$ cat src/rtl/b32e_pkg.sv
// Package for the Base32 stream encoder: word types, the job record passed
// from the front to the back, and the symbol-to-ASCII mapping.
// Depends on nothing; every other file of the encoder imports it.
package b32e_pkg;

  localparam int unsigned JobFifoDepth = 4;

  localparam logic [6:0] PadChar = 7'h3D;
  localparam logic [6:0] UpperA  = 7'h41;
  localparam logic [6:0] Digit2  = 7'h32;
  localparam logic [4:0] NumLetters = 5'd26;

  // Pad characters that follow the flush symbol, by group position of the
  // final byte.
  localparam logic [2:0] PadAfterPos0 = 3'd6;
  localparam logic [2:0] PadAfterPos1 = 3'd4;
  localparam logic [2:0] PadAfterPos2 = 3'd3;
  localparam logic [2:0] PadAfterPos3 = 3'd1;

  localparam logic [2:0] LastPos = 3'd4;

  typedef struct packed {
    logic [7:0] data_byte;
    logic       final_byte;
  } in_word_t;

  typedef struct packed {
    logic [6:0] char_code;
    logic       last_of_run;
  } out_word_t;

  // One job per input byte: the symbols it completes, plus flush and padding.
  typedef struct packed {
    logic [4:0] sym0;
    logic [4:0] sym1;
    logic       has_sym1;
    logic       flush;
    logic [4:0] flush_val;
    logic [2:0] pad_cnt;
  } job_t;

  typedef enum logic [1:0] {
    PH_SYM0,
    PH_SYM1,
    PH_FLUSH,
    PH_PAD
  } phase_e;

  function automatic logic [6:0] sym_char(input logic [4:0] v);
    logic [4:0] d;
    d = v - NumLetters;
    if (v < NumLetters) begin
      return UpperA + {2'b00, v};
    end else begin
      return Digit2 + {2'b00, d};
    end
  endfunction

endpackage

$ cat src/rtl/b32e_front.sv
// Front end of the Base32 encoder: accepts bytes, tracks the group position
// and leftover bits, and turns each byte into a job record. Uses b32e_pkg.
module b32e_front
  import b32e_pkg::*;
(
  input  logic     clk_i,
  input  logic     rst_ni,
  input  logic     push_i,
  input  in_word_t in_word_i,
  output job_t     job_o
);

  logic [2:0] pos_q, pos_d;
  logic [3:0] left_q, left_d;
  logic [3:0] left_new;
  logic [2:0] pos_inc;
  logic [2:0] pad_new;
  logic [7:0] b;

  assign b = in_word_i.data_byte;

  always_comb begin
    job_o          = '0;
    left_new       = '0;
    pad_new        = '0;
    pos_inc        = 3'd1;
    case (pos_q)
      3'd1: begin
        job_o.sym0      = {left_q[2:0], b[7:6]};
        job_o.sym1      = b[5:1];
        job_o.has_sym1  = 1'b1;
        left_new        = {3'b000, b[0]};
        job_o.flush_val = {b[0], 4'b0000};
        pad_new         = PadAfterPos1;
        pos_inc         = 3'd2;
      end
      3'd2: begin
        job_o.sym0      = {left_q[0], b[7:4]};
        left_new        = b[3:0];
        job_o.flush_val = {b[3:0], 1'b0};
        pad_new         = PadAfterPos2;
        pos_inc         = 3'd3;
      end
      3'd3: begin
        job_o.sym0      = {left_q[3:0], b[7]};
        job_o.sym1      = b[6:2];
        job_o.has_sym1  = 1'b1;
        left_new        = {2'b00, b[1:0]};
        job_o.flush_val = {b[1:0], 3'b000};
        pad_new         = PadAfterPos3;
        pos_inc         = LastPos;
      end
      LastPos: begin
        job_o.sym0      = {left_q[1:0], b[7:5]};
        job_o.sym1      = b[4:0];
        job_o.has_sym1  = 1'b1;
        pos_inc         = 3'd0;
      end
      default: begin
        // Start of a group; positions that cannot occur are treated alike.
        job_o.sym0      = b[7:3];
        left_new        = {1'b0, b[2:0]};
        job_o.flush_val = {b[2:0], 2'b00};
        pad_new         = PadAfterPos0;
        pos_inc         = 3'd1;
      end
    endcase

    job_o.flush   = in_word_i.final_byte && (pos_q != LastPos);
    job_o.pad_cnt = job_o.flush ? pad_new : 3'd0;

    pos_d  = pos_q;
    left_d = left_q;
    if (push_i) begin
      pos_d  = in_word_i.final_byte ? 3'd0 : pos_inc;
      left_d = in_word_i.final_byte ? 4'd0 : left_new;
    end
  end

  always_ff @(posedge clk_i or negedge rst_ni) begin
    if (!rst_ni) begin
      pos_q  <= '0;
      left_q <= '0;
    end else begin
      pos_q  <= pos_d;
      left_q <= left_d;
    end
  end

endmodule

$ cat src/rtl/b32e_fifo.sv
// Short job queue between the front and the back of the Base32 encoder.
// Register array with a head read; uses job_t from b32e_pkg.
module b32e_fifo
  import b32e_pkg::*;
#(
  parameter int unsigned Depth = JobFifoDepth
) (
  input  logic clk_i,
  input  logic rst_ni,
  input  logic wr_en_i,
  input  job_t wr_job_i,
  output logic full_o,
  input  logic rd_en_i,
  output logic rd_valid_o,
  output job_t rd_job_o
);

  localparam int unsigned AddrW = (Depth > 1) ? $clog2(Depth) : 1;
  localparam int unsigned CntW  = $clog2(Depth + 1);
  localparam logic [AddrW-1:0] LastAddr = AddrW'(Depth - 1);
  localparam logic [CntW-1:0]  FullCnt  = CntW'(Depth);

  job_t mem_q [Depth];
  logic [AddrW-1:0] wr_ptr_q, wr_ptr_d, rd_ptr_q, rd_ptr_d;
  logic [CntW-1:0]  cnt_q, cnt_d;
  logic wr_fire, rd_fire;

  assign full_o     = (cnt_q == FullCnt);
  assign rd_valid_o = (cnt_q != '0);
  assign rd_job_o   = mem_q[rd_ptr_q];
  assign wr_fire    = wr_en_i && !full_o;
  assign rd_fire    = rd_en_i && rd_valid_o;

  always_comb begin
    wr_ptr_d = wr_ptr_q;
    rd_ptr_d = rd_ptr_q;
    cnt_d    = cnt_q;
    if (wr_fire) begin
      wr_ptr_d = (wr_ptr_q == LastAddr) ? '0 : wr_ptr_q + 1'b1;
    end
    if (rd_fire) begin
      rd_ptr_d = (rd_ptr_q == LastAddr) ? '0 : rd_ptr_q + 1'b1;
    end
    if (wr_fire && !rd_fire) begin
      cnt_d = cnt_q + 1'b1;
    end else if (rd_fire && !wr_fire) begin
      cnt_d = cnt_q - 1'b1;
    end
  end

  always_ff @(posedge clk_i or negedge rst_ni) begin
    if (!rst_ni) begin
      wr_ptr_q <= '0;
      rd_ptr_q <= '0;
      cnt_q    <= '0;
    end else begin
      wr_ptr_q <= wr_ptr_d;
      rd_ptr_q <= rd_ptr_d;
      cnt_q    <= cnt_d;
    end
  end

  always_ff @(posedge clk_i) begin
    if (wr_fire) begin
      mem_q[wr_ptr_q] <= wr_job_i;
    end
  end

endmodule

$ cat src/rtl/b32e_back.sv
// Back end of the Base32 encoder (uses b32e_pkg): steps each job into an
// output register, one character per cycle while it is empty or popped.
module b32e_back
  import b32e_pkg::*;
(
  input  logic      clk_i,
  input  logic      rst_ni,
  input  logic      head_valid_i,
  input  job_t      head_job_i,
  output logic      head_pop_o,
  output logic      empty,
  input  logic      pop,
  output out_word_t out_word_o
);

  job_t      cur_q, cur_d, job;
  logic      cur_valid_q, cur_valid_d;
  phase_e    phase_q, phase_d, ph, nxt;
  logic [2:0] pad_left_q, pad_left_d, nxt_pad;
  logic      out_valid_q, out_valid_d;
  out_word_t out_q, out_d;
  logic      have, advance, done;
  logic [6:0] ch;

  assign job  = cur_valid_q ? cur_q : head_job_i;
  assign ph   = cur_valid_q ? phase_q : PH_SYM0;
  assign have = cur_valid_q || head_valid_i;
  assign advance    = have && (!out_valid_q || pop);
  assign head_pop_o = advance && !cur_valid_q;
  assign empty      = !out_valid_q;
  assign out_word_o = out_q;

  // Character for the current phase and the phase that follows it.
  always_comb begin
    ch      = PadChar;
    nxt     = PH_SYM0;
    nxt_pad = pad_left_q;
    done    = 1'b0;
    case (ph)
      PH_SYM0: begin
        ch = sym_char(job.sym0);
        if (job.has_sym1) begin
          nxt = PH_SYM1;
        end else if (job.flush) begin
          nxt = PH_FLUSH;
        end else begin
          done = 1'b1;
        end
      end
      PH_SYM1: begin
        ch = sym_char(job.sym1);
        if (job.flush) begin
          nxt = PH_FLUSH;
        end else begin
          done = 1'b1;
        end
      end
      PH_FLUSH: begin
        ch      = sym_char(job.flush_val);
        nxt     = PH_PAD;
        nxt_pad = job.pad_cnt;
        done    = (job.pad_cnt == 3'd0);
      end
      PH_PAD: begin
        ch      = PadChar;
        nxt     = PH_PAD;
        nxt_pad = pad_left_q - 1'b1;
        done    = (pad_left_q <= 3'd1);
      end
      default: begin
        done = 1'b1;
      end
    endcase
  end

  always_comb begin
    cur_d       = cur_q;
    cur_valid_d = cur_valid_q;
    phase_d     = phase_q;
    pad_left_d  = pad_left_q;
    out_d       = out_q;
    out_valid_d = out_valid_q && !pop;
    if (advance) begin
      out_d.char_code   = ch;
      out_d.last_of_run = done;
      out_valid_d       = 1'b1;
      cur_valid_d       = !done;
      cur_d             = job;
      phase_d           = nxt;
      pad_left_d        = nxt_pad;
    end
  end

  always_ff @(posedge clk_i or negedge rst_ni) begin
    if (!rst_ni) begin
      cur_valid_q <= 1'b0;
      out_valid_q <= 1'b0;
      phase_q     <= PH_SYM0;
      pad_left_q  <= '0;
    end else begin
      cur_valid_q <= cur_valid_d;
      out_valid_q <= out_valid_d;
      phase_q     <= phase_d;
      pad_left_q  <= pad_left_d;
    end
  end

  always_ff @(posedge clk_i) begin
    cur_q <= cur_d;
    out_q <= out_d;
  end

endmodule

$ cat src/rtl/base32_stream_encoder_top.sv
// Top level of the Base32 stream encoder: front, job queue and back.
// Depends on b32e_pkg, b32e_front, b32e_fifo and b32e_back.
//
// Usage: the input side is a queue write port. A byte word (data_byte plus
// final_byte) is taken at a clock edge where push is high and full is low.
// The output side is a queue read port: while empty is low, out_word_o shows
// the oldest character, taken at an edge where pop is high.
// Each byte gives one or two alphabet characters; a final byte adds the
// flush symbol and '=' padding to complete the eight-character group, up to
// eight characters in all. last_of_run marks the last character of a byte.
// The first character of a byte reaches the output ports through the job
// queue and then the output register, where it can be popped.
// Throughput: the front takes a byte every cycle while the job queue has
// room; the back emits one character per cycle while the receiver pops, so
// the sustained rate is set by the character count. When the receiver
// stalls, the output register holds its character, the job queue fills
// and full goes high. Reset clears the group position, the queue and the
// output register.
module base32_stream_encoder_top
  import b32e_pkg::*;
#(
  parameter int unsigned FifoDepth = JobFifoDepth
) (
  input  logic      clk_i,
  input  logic      rst_ni,
  input  logic      push,
  output logic      full,
  input  in_word_t  in_word_i,
  output logic      empty,
  input  logic      pop,
  output out_word_t out_word_o
);

  job_t front_job, head_job;
  logic accept, head_valid, head_pop;

  assign accept = push && !full;

  b32e_front u_front (
    .clk_i     (clk_i),
    .rst_ni    (rst_ni),
    .push_i    (accept),
    .in_word_i (in_word_i),
    .job_o     (front_job)
  );

  b32e_fifo #(
    .Depth (FifoDepth)
  ) u_fifo (
    .clk_i      (clk_i),
    .rst_ni     (rst_ni),
    .wr_en_i    (push),
    .wr_job_i   (front_job),
    .full_o     (full),
    .rd_en_i    (head_pop),
    .rd_valid_o (head_valid),
    .rd_job_o   (head_job)
  );

  b32e_back u_back (
    .clk_i        (clk_i),
    .rst_ni       (rst_ni),
    .head_valid_i (head_valid),
    .head_job_i   (head_job),
    .head_pop_o   (head_pop),
    .empty        (empty),
    .pop          (pop),
    .out_word_o   (out_word_o)
  );

endmodule

$ cat config.mk
export PLATFORM = sky130hd
export DESIGN_NAME = base32_stream_encoder_top
export DESIGN_NICKNAME = d
export VERILOG_FILES = /design/src/rtl/b32e_pkg.sv /design/src/rtl/b32e_front.sv /design/src/rtl/b32e_fifo.sv /design/src/rtl/b32e_back.sv /design/src/rtl/base32_stream_encoder_top.sv
export SDC_FILE = /design/constraint.sdc
export NUM_CORES = 1
export LEC_CHECK = 0
export BUFFER_PORTS_ARGS = -buffer_cell sky130_fd_sc_hd__buf_4
export CAP_MARGIN = 20
export CELL_PAD_IN_SITES_DETAIL_PLACEMENT = 1
export CELL_PAD_IN_SITES_GLOBAL_PLACEMENT = 2
export CORE_ASPECT_RATIO = 0.6
export CORE_MARGIN = 3
export CORE_UTILIZATION = 45
export CTS_BUF_LIST = sky130_fd_sc_hd__clkbuf_8
export CTS_CLUSTER_SIZE = 16
export DETAILED_ROUTE_END_ITERATION = 12
export PLACE_DENSITY = 0.87
export SLEW_MARGIN = 40
export SYNTH_ARGS = -nofsm -noshare
export SYNTH_HDL_FRONTEND = slang
export SYNTH_SLANG_ARGS = --single-unit
$ cat constraint.sdc
create_clock -name clk_i -period 3.7 [get_ports clk_i]
set_clock_uncertainty 0.2 [all_clocks]
set_input_delay 0.185 -clock clk_i [delete_from_list [all_inputs] [get_ports clk_i]]
set_output_delay 0.185 -clock clk_i [all_outputs]
set_load 0.02 [all_outputs]
Word-level counts from Yosys, hierarchy flattened
Memory sizes are Yosys's and may differ from the RTL's.
Index checks and enable logic that the tools add are counted.

storage, ports and cells
  register bits after elaboration = 49
  RAM bits = 80
  word-level logic and storage cells = 100
  memories kept = 1

operators by class
  add/subtract/negate cells = 14
  magnitude comparators = 4
  equality and inequality tests = 11
  multiplexer cells = 29
  reductions and logical operators = 24

memories
  memory        depth  bits a word  rd ports  clocked after Yosys merged registers in  write ports  line             RTL
  u_fifo.mem_q  4      20           1         0                                        1            b32e_fifo.sv:23  job_t mem_q [Depth];

operators with widths
  operator             number
  $pmux 5 s4           2
  $pmux 7 s4           1
  $pmux 3 s4           2
  $add 6x5->7 const A  3
  $add 7x5->7 const A  3
  $mux 7               3
  $mux 20              1
  $pmux 6 s3           1
  $pmux 4 s4           1
  $lt 5x5->1 const B   3
  $sub 5x5->5 const B  3
  $mux 3               4
  $mux 2               5
  $eq 2x2->1 const B   4
  $logic_and 1x1->1    8
  $logic_not 1->1      7
  $eq 3x2->1 const B   2
  $eq 3x3->1 const B   2
  $pmux 2 s3           1
  $pmux 3 s2           1
  $sub 3x1->3 const B  2
  $mux 1               5
  $add 2x1->2 const B  2
  $mux 4               1
  13 further kinds     15

Longest topological paths before layout
Gate-level depths: netlist of the first run.

  depth in word-level cells = 8
  depth in mapped cells = 12
  depth with buffers taken out = 10

Hierarchy
From an unflattened synthesis of the first run, not the netlist that was laid out.

second synthesis, totals
  cell total of the unflattened synthesis = 496
  area total of the unflattened synthesis = 6,776.5 um2

modules (own cells, without submodules)
  module                     instances  cells an instance  area each (um2)  seq. area each (um2)
  b32e_fifo                  1          141                3,410.8          2,577.5
  b32e_back                  1          242                2,442.3          1,016.0
  b32e_front                 1          112                909.6            175.2
  base32_stream_encoder_top  1          1                  13.8             0.0

Least setup slack after synthesis of the first run
Ideal clock, no wire load.

  path type = register -> register
  start point = register u_back.cur_valid_q
  end point = register u_back.cur_q[0] (netlist name), enable pin
  setup time = 0.418 ns
  data arrival time = 2.608 ns
  data required time = 3.082 ns
  setup slack = 0.474 ns
  cell stages (with the launch flop) = 7
  cell sequence = dfrtp_1 -> buf_4 -> buf_2 -> buf_2 -> buf_2 -> nor2_1 -> nor2_1

between the ends
  word-level cells in the longest chain between the ends = 2

RTL lines
  element                 line              RTL
  from (decl)             b32e_back.sv:17   logic cur_valid_q, cur_valid_d;
  from (signal assigned)  b32e_back.sv:101  cur_valid_q <= cur_valid_d;
  $logic_or 1x1->1        b32e_back.sv:27   assign have = cur_valid_q || head_valid_i;
  $logic_and 1x1->1       b32e_back.sv:28   assign advance = have && (!out_valid_q || pop);
  to (signal assigned)    b32e_back.sv:109  cur_q <= cur_d;
  to (decl)               b32e_back.sv:16   job_t cur_q, cur_d, job;

No other way between the ends.
A chain may end at the register's enable or synchronous reset.

==> results of run 1 <==
[worst paths after layout]
path	startpoint	endpoint	slack (ps)	cells after the start
worst max-delay path	u_fifo.rd_ptr_q[0]	u_back.out_word_o[4]	450	9
worst min-delay path	in_word_i[6]	u_fifo.mem_q[0][13]	60	3
worst max register to register	u_fifo.rd_ptr_q[0]	u_back.out_word_o[4]	450	9
worst min register to register	u_fifo.cnt_q[2]	u_fifo.cnt_q[2]	280	1
max in group asynchronous	rst_ni	u_fifo.rd_ptr_q[0]	2600	4
min in group asynchronous	rst_ni	u_fifo.cnt_q[0]	540	4
[metrics by stage]
stage / utilization (%) / worst slack [ps] / instances / power (mW)
6_report: 54.7 / 455 / 708 / 6.94
5_1_grt: 54.7 / 278 / 708 / 7.38
4_1_cts: 54.7 / 425 / 708 / 6.98
2_1_floorplan: - / 474 / 479 / 4.61
3_3_place_gp: 50.3 / 558 / 665 / 5.37
3_5_place_dp: 50.3 / 436 / 665 / 5.54
[logic make-up (layout without fill, tap and decap cells)]
group / Yosys count / count (layout)
compound gates: 87 / 87
fa+ha+maj: 18 / 18
buf+inv: 47 / 106
mux: 51 / 51
flops: 125 / 125
simple gates: 135 / 135
xor+xnor: 16 / 16
[cell usage in the layout, fill, tap and decap left out, drive strengths merged, types with 3 or more instances in the layout]
master | netlist | routed
xnor2 | 13 | 13
and2 | 7 | 7
a31oi | 6 | 6
mux4 | 18 | 18
a21oi | 20 | 20
nor2b | 5 | 5
inv | 25 | 26
clkinv | 0 | 6
bufinv | 0 | 5
nor2 | 34 | 34
clkbuf | 12 | 19
nand2 | 48 | 48
a21boi | 3 | 3
nand2b | 9 | 9
ha | 17 | 17
edfxtp | 104 | 104
or3 | 3 | 3
dlygate4sd3 | 0 | 10
buf | 10 | 39
nand3 | 12 | 12
o22ai | 3 | 3
nor3 | 9 | 9
o21ai | 32 | 32
mux2i | 21 | 21
dfrtp | 21 | 21
mux2 | 12 | 12
xor2 | 3 | 3
[state kept, by name, summed over array words and instances, names as in the netlist]
register	cells
u_fifo.mem_q	76
u_back.cur_q	20
u_back.out_word_o	8
u_front.left_q	4
u_back.pad_left_q	3
u_fifo.cnt_q	3
u_front.pos_q	3
u_back.phase_q	2
u_fifo.rd_ptr_q	2
u_fifo.wr_ptr_q	2
u_back.cur_valid_q	1
u_back.out_valid_q	1
[Yosys cell counts (2+ instances only)]
cell,n
dfrtp_1,21
nand4_1,2
mux2i_4,4
o22ai_1,3
and2_1,7
mux4_2,13
o21ai_1,2
edfxtp_1,104
nor2_1,34
o32a_1,2
or3_1,3
a31oi_1,6
clkbuf_1,12
mux4_1,5
ha_1,17
mux2_2,11
o21ai_0,30
buf_2,6
a221o_1,2
a21oi_1,20
nor2b_1,5
a21boi_0,3
a211oi_1,2
xnor2_1,13
nand2_1,48
nand3_1,12
inv_1,24
buf_6,2
o21a_1,2
nand3b_1,2
xor2_1,3
nor3_1,7
a2bb2oi_1,2
nand2b_1,9
mux2i_1,17
[metal layers]
layer | vias up | GRT usage [%]
li1 | 1880 | -
met1 | 2085 | 30.9
met2 | 89 | 30.9
met3 | 12 | 4.81
met4 | 0 | 6.54
met5 | - | 0
[final cells by class]
| type | instances | area (sq um) | area share (%) |
|---|---|---|---|
| clock buffer | 19 | 262 | 3.63 |
| tap | 170 | 213 | 2.95 |
| inverter | 25 | 93.8 | 1.30 |
| clock inverter | 13 | 196 | 2.73 |
| multi-input combinational | 307 | 2380 | 33.1 |
| sequential | 125 | 3650 | 50.7 |
| timing repair buffer | 49 | 405 | 5.63 |
[repair_timing]
item                                    4_1_cts  5_1_grt
endpoints found under the setup margin        0        0
buffers inserted                              0        0
hold buffers                                 11        0
gates resized for setup                       0        0
hold endpoints to repair                     34        0
[where the power goes]
group | switching, mW | leakage, nW | internal, mW
sequential | 0.351 | 1.23 | 2.21
clock | 0.555 | 0.232 | 0.831
combinational | 1.74 | 1.27 | 1.26
total | 2.64 | 2.74 | 4.30
[critical path, delay by kind of cell, from the launching register on]
family	cells	cell delay, ps
xor gates and xnor gates	1	130
muxes	2	880
and+or+nand+nor	2	160
AOI/OAI and AO/OA	1	330
buffers and inverters	2	450
DFF	1	630
adders and majority gates	1	250
==> results.cfg, run 1 <==
[synth]
synth_top_flop_cell = edfxtp_1
synthTopCellsByArea = edfxtp_1, dfrtp_1, mux4_2
synthAdderAreaFrac_pct = 3.73
synth_edf_count = 104
synth-simple-area-share_pct = 10.2
ys.warnings.count = 0
synthMuxAreaShare_pct = 13.2
synth_seq_cells = 125
synth_area_sq_mm = 0.00623
yosysSeqAreaShare_pct = 58.5
avgSynthCellArea_sq_um = 13.0
netlist_instances = 479
synth-compound-area-share_pct = 8.81
async_flop_share_pct = 16.8
synth_cell_types = 59
synthXorXnorAreaFrac_pct = 2.25
synth_top_family_by_area = multiplexers
synth_nets = 510
yosys.area.top_type_share_pct = 50.1
yosys.area.top_type = edfxtp_1

[layout]
antenna_cells = 0
drive_gt1_share_pct = 19.3
fin_area_sq_mm = 0.00720
fillers = 1311
syn2layout_area_growth_pct = 15.6
nNetsFinal = 556

[floorplan]
die_h_um = 97.2
die_area_sq_mm = 0.0153
rows = 32
core_sq_mm = 0.0132
initial_core_util_pct = 47.3
ios = 23
die_x_um = 158

[sta]
setup_viol = 0
min_period_over_period_pct = 87.7
finalCriticalPeriod_ps = 3250
slew_viol_final = 0
tightest_slew_ps = 698
whs_ps = 56.1
hold_viol = 0
setup-tns-final_ps = 0
grt_setup_unrepaired = false
fmax_mhz = 308
max-slew-margin-rel_pct = 53.3

[global_route]
grt_usage_pct = 21.0
grt_pass1_wl_um = 24100
gr-total-overflow = 0
antenna_found_initial = 0
grt_max_degree = 32
grt_pass1_vias = 4282

[clocking]
cts_buffers = 17
root_buffer = clkbuf_8
tritoncts = built
clkLatencyLatePin_ps = 440
htreeDepth = 4
cts_buffer_depth = 2
cts_sinks = 125
clkTransAtPathRegs_ps = 80

[route]
wl_met3_um = 742
drt_first_iter_violations = 271
routed_wl_um = 15200
vias_per_cell = 5.74
drtAntennaViolNets = 0
top_layer_used = met4
drtPass1Iterations = 4
m1WireLength_um = 7370
drc = 0
dr_wl_met2_um = 6910
routedWlPerCell_um = 21.5
vias = 4066

[worst_setup_path]
arrival_ps = 3240
cp_max_fo = 9
end_kind = register
crit_required_ps = 3690
cp-start-kind = register
slowest_stage = dfrtp_1
cpPeakStageDelay_ps = 630
worstPathCellList = buf_4 > mux4_2 > mux2i_1 > inv_1 > ha_1 > nand2_1 > xnor2_1 > nor3_1 > o32a_1
critical_path_class = register to register

[pwr]
powerDensity_mw_per_mm2 = 964
power.leakage_nw = 2.74
ir_drop_mv = 0.465

[placed_design]
place_area_sq_mm = 0.00662
io_buffer_count = 22
dp_hpwl_um = 10900
globalplace.congestion = 0.879

[worst_hold_path]
hold_class = primary input to register

[run]
maxCapViolCount = 0

[run_status]
run_status = complete, no violations
Note: power is estimated with default switching activity, not from simulation.
==> run 2: changes to the inputs <==
--- a/config.mk
+++ b/config.mk
@@ -11,11 +11,10 @@
 export CELL_PAD_IN_SITES_GLOBAL_PLACEMENT = 2
 export CORE_ASPECT_RATIO = 0.6
 export CORE_MARGIN = 3
-export CORE_UTILIZATION = 45
-export CTS_BUF_LIST = sky130_fd_sc_hd__clkbuf_8
+export CORE_UTILIZATION = 44
 export CTS_CLUSTER_SIZE = 16
 export DETAILED_ROUTE_END_ITERATION = 12
-export PLACE_DENSITY = 0.87
+export PLACE_DENSITY = 0.85
 export SLEW_MARGIN = 40
 export SYNTH_ARGS = -nofsm -noshare
 export SYNTH_HDL_FRONTEND = slang
==> run 2 against run 1 <==
Sequential power hardly changed. Critical path depth stayed put. Worst hold slack worse by 38 ps. Critical path type unchanged. Critical endpoint unchanged. Largest cell class unchanged. Largest power group unchanged. Highest routed layer unchanged.
==> results.cfg, run 2 (synthesis gave the netlist of run 1 again) <==
[run_status]
run_status = complete, no violations

[clocking]
cts_buffers = 17
cts_sinks = 125
htreeDepth = 4
cts_buffer_depth = 2
tritoncts = built
root_buffer = clkbuf_16
clkTransAtPathRegs_ps = 60
cts_setup_buffers = 0
clkLatencyLatePin_ps = 420

[worst_setup_path]
arrival_ps = 3260
cp-startpoint = u_fifo.rd_ptr_q[0]
critical_path_buf_inv_count = 2
r2r_slack_ps = 420
cp-start-kind = register
worstSetupEndpoint = u_back.out_word_o[4]
crit_cells = 9
critical_path_class = register to register
crit_required_ps = 3680
end_kind = register
cp_max_fo = 10
timing.rr.end = u_back.out_word_o[4]
path_delay_family = multiplexers
r2r-start = u_fifo.rd_ptr_q[0]
slowest_stage = dfrtp_1
worstPathCellList = buf_4 > mux4_2 > mux2i_1 > inv_1 > ha_1 > nand2_1 > xnor2_1 > nor3_1 > o32a_1
reg2reg_depth = 9
cpPeakStageDelay_ps = 640

[global_route]
grt_usage_pct = 21.0
grt_pass1_vias = 4296
gr-total-overflow = 0
antenna_found_initial = 0
grt_max_degree = 28
grt_pass1_wl_um = 24700

[layout]
layout_commonest_cell = edfxtp_1
top_register = u_fifo.mem_q
antenna_cells = 0
seq_area_sq_mm = 0.00365
multi_input_area_sq_mm = 0.00238
nNetsFinal = 554
layout_common_cells = edfxtp_1, nand2_1, buf_4
syn2layout_area_growth_pct = 17.9
drive_gt1_share_pct = 20.0
fillers = 1347
largest_reg_flops = 76

[floorplan]
die_x_um = 160
die_area_sq_mm = 0.0157
ios = 23
die_h_um = 98.2
core_sq_mm = 0.0133
initial_core_util_pct = 46.7
rows = 32

[pwr]
swShare_pct = 37.3
intPower_mw = 4.61
p_comb_share_pct = 41.6
clkPwrFrac_pct = 24.0
power.leakage_nw = 2.79
powerDensity_mw_per_mm2 = 1000
switchingPower_mw = 2.74
power_frac_seq_pct = 34.4
ir_drop_mv = 0.442

[sta]
tightest_slew_ps = 709
hold_viol = 0
grt_setup_unrepaired = false
slew_viol_final = 0
whs_ps = 17.8
max-slew-margin-rel_pct = 52.6
finalCriticalPeriod_ps = 3280
setup-tns-final_ps = 0
fmax_mhz = 305
min_period_over_period_pct = 88.7
setup_viol = 0

[placed_design]
globalplace.congestion = 0.853
io_buffer_count = 22
dp_hpwl_um = 10800

[route]
routed_wl_um = 15500
vias = 4058
drtAntennaViolNets = 0
drtPass1Iterations = 4
routedWlPerCell_um = 21.5
drc = 0
vias_per_cell = 5.61
drt_first_iter_violations = 256

[worst_hold_path]
hold_class = primary input to asynchronous set/reset pin

[run]
maxCapViolCount = 0
==> run 2: changes by cell type in the layout (fill, tap and decap cells not counted), sizes merged <==
cell	change
buf	+1
clkinvlp	+3
inv	+1
dlygate4sd3	-3
bufinv	-1
clkbuf	-2
clkinv	-1
==> run 2: per-layer routing <==
layer | global-route usage (%) | part of all wire, % | vias up
met5 | 0 | 0 | -
met4 | 6.59 | 1.5 | 0
met3 | 6.15 | 7.0 | 16
met2 | 31.5 | 44 | 106
met1 | 29.6 | 47 | 2061
li1 | - | - | 1875
==> run 2: worst min path at each step <==
stage,from,end,slack (ps),depth (start not counted)
6_report,rst_ni,u_front.left_q[2],20,2
5_1_grt,rst_ni,u_fifo.cnt_q[0],40,2
4_1_cts,rst_ni,u_front.left_q[2],1,2
3_5_place_dp,rst_ni,u_fifo.cnt_q[1],-90,1
3_3_place_gp,rst_ni,u_fifo.cnt_q[2],-90,1
2_1_floorplan,rst_ni,u_back.cur_valid_q,-310,0
==> run 2: area by class of cell <==
type / count / share of cell area, %
sequential: 125 / 49.6
multi-input combinational: 307 / 32.4
clock buffer: 17 / 5.79
timing repair buffer: 47 / 5.04
tap: 187 / 3.18
clock inverter: 15 / 2.66
inverter: 25 / 1.28
==> run 2: repair_timing <==
item	in CTS	in global routing
hold buffers	7	0
endpoints found under the hold margin	28	0
resized for setup	0	0
==> run 2: stage by stage <==
| step | utilization [%] | instances | power, mW | worst slack (ps) | instance area [sq um] |
|---|---|---|---|---|---|
| after floorplan | - | 479 | 4.61 | 474 | 6230 |
| after global placement | 50.0 | 684 | 5.39 | 634 | 6660 |
| after detailed placement | 50.0 | 684 | 5.57 | 477 | 6660 |
| after CTS | 55.1 | 723 | 7.40 | 408 | 7350 |
| after global routing | 55.1 | 723 | 7.83 | 125 | 7350 |
| final | 55.1 | 723 | 7.35 | 416 | 7350 |
==> run 2: power groups by stage <==
stage | Sequential (mW) | Combinational (mW) | Clock (mW)
CTS | 2.53 | 3.07 | 1.80
global route | 2.59 | 3.38 | 1.86
finish | 2.53 | 3.06 | 1.76
floorplan | 2.43 | 2.18 | 0
global placement | 2.51 | 2.88 | 0
detailed placement | 2.55 | 3.02 | 0
==> run 3: changes to the inputs <==
--- a/config.mk
+++ b/config.mk
@@ -5,13 +5,14 @@
 export SDC_FILE = /design/constraint.sdc
 export NUM_CORES = 1
 export LEC_CHECK = 0
+export ABC_AREA = 1
 export BUFFER_PORTS_ARGS = -buffer_cell sky130_fd_sc_hd__buf_4
 export CAP_MARGIN = 20
 export CELL_PAD_IN_SITES_DETAIL_PLACEMENT = 1
 export CELL_PAD_IN_SITES_GLOBAL_PLACEMENT = 2
 export CORE_ASPECT_RATIO = 0.6
 export CORE_MARGIN = 3
-export CORE_UTILIZATION = 44
+export CORE_UTILIZATION = 40
 export CTS_CLUSTER_SIZE = 16
 export DETAILED_ROUTE_END_ITERATION = 12
 export PLACE_DENSITY = 0.85
==> run 3 against run 2 <==
Die area up 13%. Via count increased by 22%. Fmax grew 13%. Sequential power is 5% lower. Utilization fell by 6.8 points. Cell count up 29%. First-iteration DRC count increased by 25%. Routed wire length rose by 13%. Synthesized cell count up 41%. Total power grew 6.5%. Combinational power increased by 19%. Critical path type unchanged. Largest cell class unchanged.
==> results.cfg, run 3 <==
[run_status]
run_status = complete, no violations

[clocking]
root_buffer = clkbuf_16
cts_sinks = 125
cts_buffer_depth = 2
clkLatencyLatePin_ps = 420
tritoncts = built
cts_setup_buffers = 0
htreeDepth = 4
clkTransAtPathRegs_ps = 60
cts_buffers = 17

[synth]
yosys.area.top_type = edfxtp_1
synth_seq_cells = 125
synth_top_flop_cell = edfxtp_1
synth_cell_types = 39
yosys.area.top_type_share_pct = 48.6
synth_nets = 708
yosysSeqAreaShare_pct = 56.8
synth_area_sq_mm = 0.00643
async_flop_share_pct = 16.8
avgSynthCellArea_sq_um = 9.50
ys.warnings.count = 0
synth.most_common_cell = nand2_1
synthTopCellsByArea = edfxtp_1, dfrtp_1, nand2_1
netlist_instances = 677
synth_edf_count = 104
yosys-top-cells-count = nand2_1, edfxtp_1, inv_1

[route]
vias = 4945
routed_wl_um = 17500
drt_first_iter_violations = 321
routedWlPerCell_um = 18.7
vias_per_cell = 5.28
drc = 0
drtAntennaViolNets = 0
drtPass1Iterations = 5

[layout]
nNetsFinal = 751
antenna_cells = 0
fillers = 1777
drive_gt1_share_pct = 14.9
syn2layout_area_growth_pct = 17.0
multi_input_area_sq_mm = 0.00222
seq_area_sq_mm = 0.00365
layout_commonest_cell = nand2_1
largest_reg_flops = 76
layout_common_cells = nand2_1, edfxtp_1, inv_1
top_register = u_fifo.mem_q
fin_area_sq_mm = 0.00752
final_cells = 936

[sta]
max-slew-margin-rel_pct = 54.7
grt_setup_unrepaired = false
fmax_mhz = 343
slew_viol_final = 0
tightest_slew_ps = 677
setup_viol = 0
min_period_over_period_pct = 78.8
hold_viol = 0
setup-tns-final_ps = 0
finalCriticalPeriod_ps = 2910

[worst_setup_path]
worstSetupEndpoint = u_fifo.mem_q[3][17]
cp_max_fo = 11
r2r_slack_ps = 790
arrival_ps = 2970
timing.rr.end = u_fifo.mem_q[3][17]
r2r-start = u_front.pos_q[0]
critical_path_class = register to register
cp-start-kind = register
crit_required_ps = 3760
cp-startpoint = u_front.pos_q[0]
end_kind = register
reg2reg_depth = 9

[floorplan]
core_sq_mm = 0.0155
initial_core_util_pct = 41.4
die_h_um = 104
rows = 35
ios = 23
die_x_um = 170
die_area_sq_mm = 0.0177

[global_route]
grt_usage_pct = 20.9
grt_pass1_vias = 5362
grt_pass1_wl_um = 28400
antenna_found_initial = 0
grt_max_degree = 38
gr-total-overflow = 0

[pwr]
power.leakage_nw = 3.26
power_frac_seq_pct = 30.7
p_comb_share_pct = 46.6
powerDensity_mw_per_mm2 = 1040
swShare_pct = 42.7
ir_drop_mv = 0.439
switchingPower_mw = 3.35
clkPwrFrac_pct = 22.7
intPower_mw = 4.48

[placed_design]
place_area_sq_mm = 0.00678
globalplace.congestion = 0.836
dp.cells = 892
io_buffer_count = 22
dp_hpwl_um = 12100

[worst_hold_path]
hold_class = primary input to register

[run]
maxCapViolCount = 0
[run 3: what timing repair did]
item | 4_1_cts | 5_1_grt
resized for setup | 0 | 0
endpoints found under the hold margin | 37 | 0
hold buffers | 12 | 0
[run 3: metrics by stage]
step | hold WS (ps) | power [mW] | setup slack [ps] | util, %
finish | 20.4 | 7.83 | 786 | 48.4
global route | 29.7 | 8.45 | 598 | 48.4
CTS | 0.278 | 7.87 | 817 | 48.4
detailed placement | -93.1 | 6.01 | 831 | 43.6
global placement | -95.3 | 5.84 | 1030 | 43.6
floorplan | -311 | 5.00 | 1120 | -
[run 3: worst min-delay path by stage]
stage	startpoint	to	slack, ps	depth (start not counted)
global placement	rst_ni	u_back.pad_left_q[1]	-100	1
finish	push	u_front.left_q[2]	20	4
detailed placement	rst_ni	u_back.pad_left_q[1]	-90	1
global route	in_word_i[7]	u_fifo.mem_q[1][15]	30	3
CTS	in_word_i[7]	u_fifo.mem_q[0][15]	0.3	3
floorplan	rst_ni	u_back.cur_valid_q	-310	0
[run 3: critical path, stage by stage (launching register included)]
cell           delay, ps
dfrtp_1              390
inv_1                 90
nand3_1              410
inv_1                180
a21oi_1              220
inv_1                190
nor2_1               310
nand2_1               90
nand2_1               80
dlygate4sd3_1        600
[run 3: cell families (layout without fill, tap and decap cells)]
| group | count (synthesis) | count (layout) | synth area share (%) |
|---|---|---|---|
| flip-flops | 125 | 125 | 56.8 |
| AND/OR/NAND/NOR | 301 | 301 | 20.7 |
| adder cells (fa/ha/maj) | 18 | 18 | 3.62 |
| AO/OA/AOI/OAI | 96 | 96 | 9.11 |
| buffers and inverters | 130 | 186 | 8.80 |
| multiplexers | 1 | 1 | 0.175 |
| XOR/XNOR | 6 | 6 | 0.817 |
[run 3: final cells by class]
type / instances / share of cell area, %
multi-input cells: 422 / 29.5
well taps: 203 / 3.38
repair buffers: 44 / 4.79
clock inverters: 14 / 2.56
inverters: 110 / 5.56
flip-flops and latches: 125 / 48.5
clock buffers: 18 / 5.71
[run 3: power by group through the flow]
stage / registers [mW] / clock network [mW] / logic [mW]
after CTS: 2.41 / 1.80 / 3.65
final: 2.41 / 1.78 / 3.65
after global routing: 2.45 / 1.87 / 4.13
after detailed placement: 2.43 / 0 / 3.58
after global placement: 2.41 / 0 / 3.43
after floorplan: 2.44 / 0 / 2.56
[run 3: metal layers]
| layer | up-vias | global-route usage (%) | wire, um |
|---|---|---|---|
| met2 | 117 | 32.2 | 8010 |
| met5 | - | 0 | 0 |
| met3 | 20 | 4.25 | 759 |
| li1 | 2342 | - | - |
| met4 | 0 | 5.43 | 195 |
| met1 | 2466 | 30.2 | 8570 |
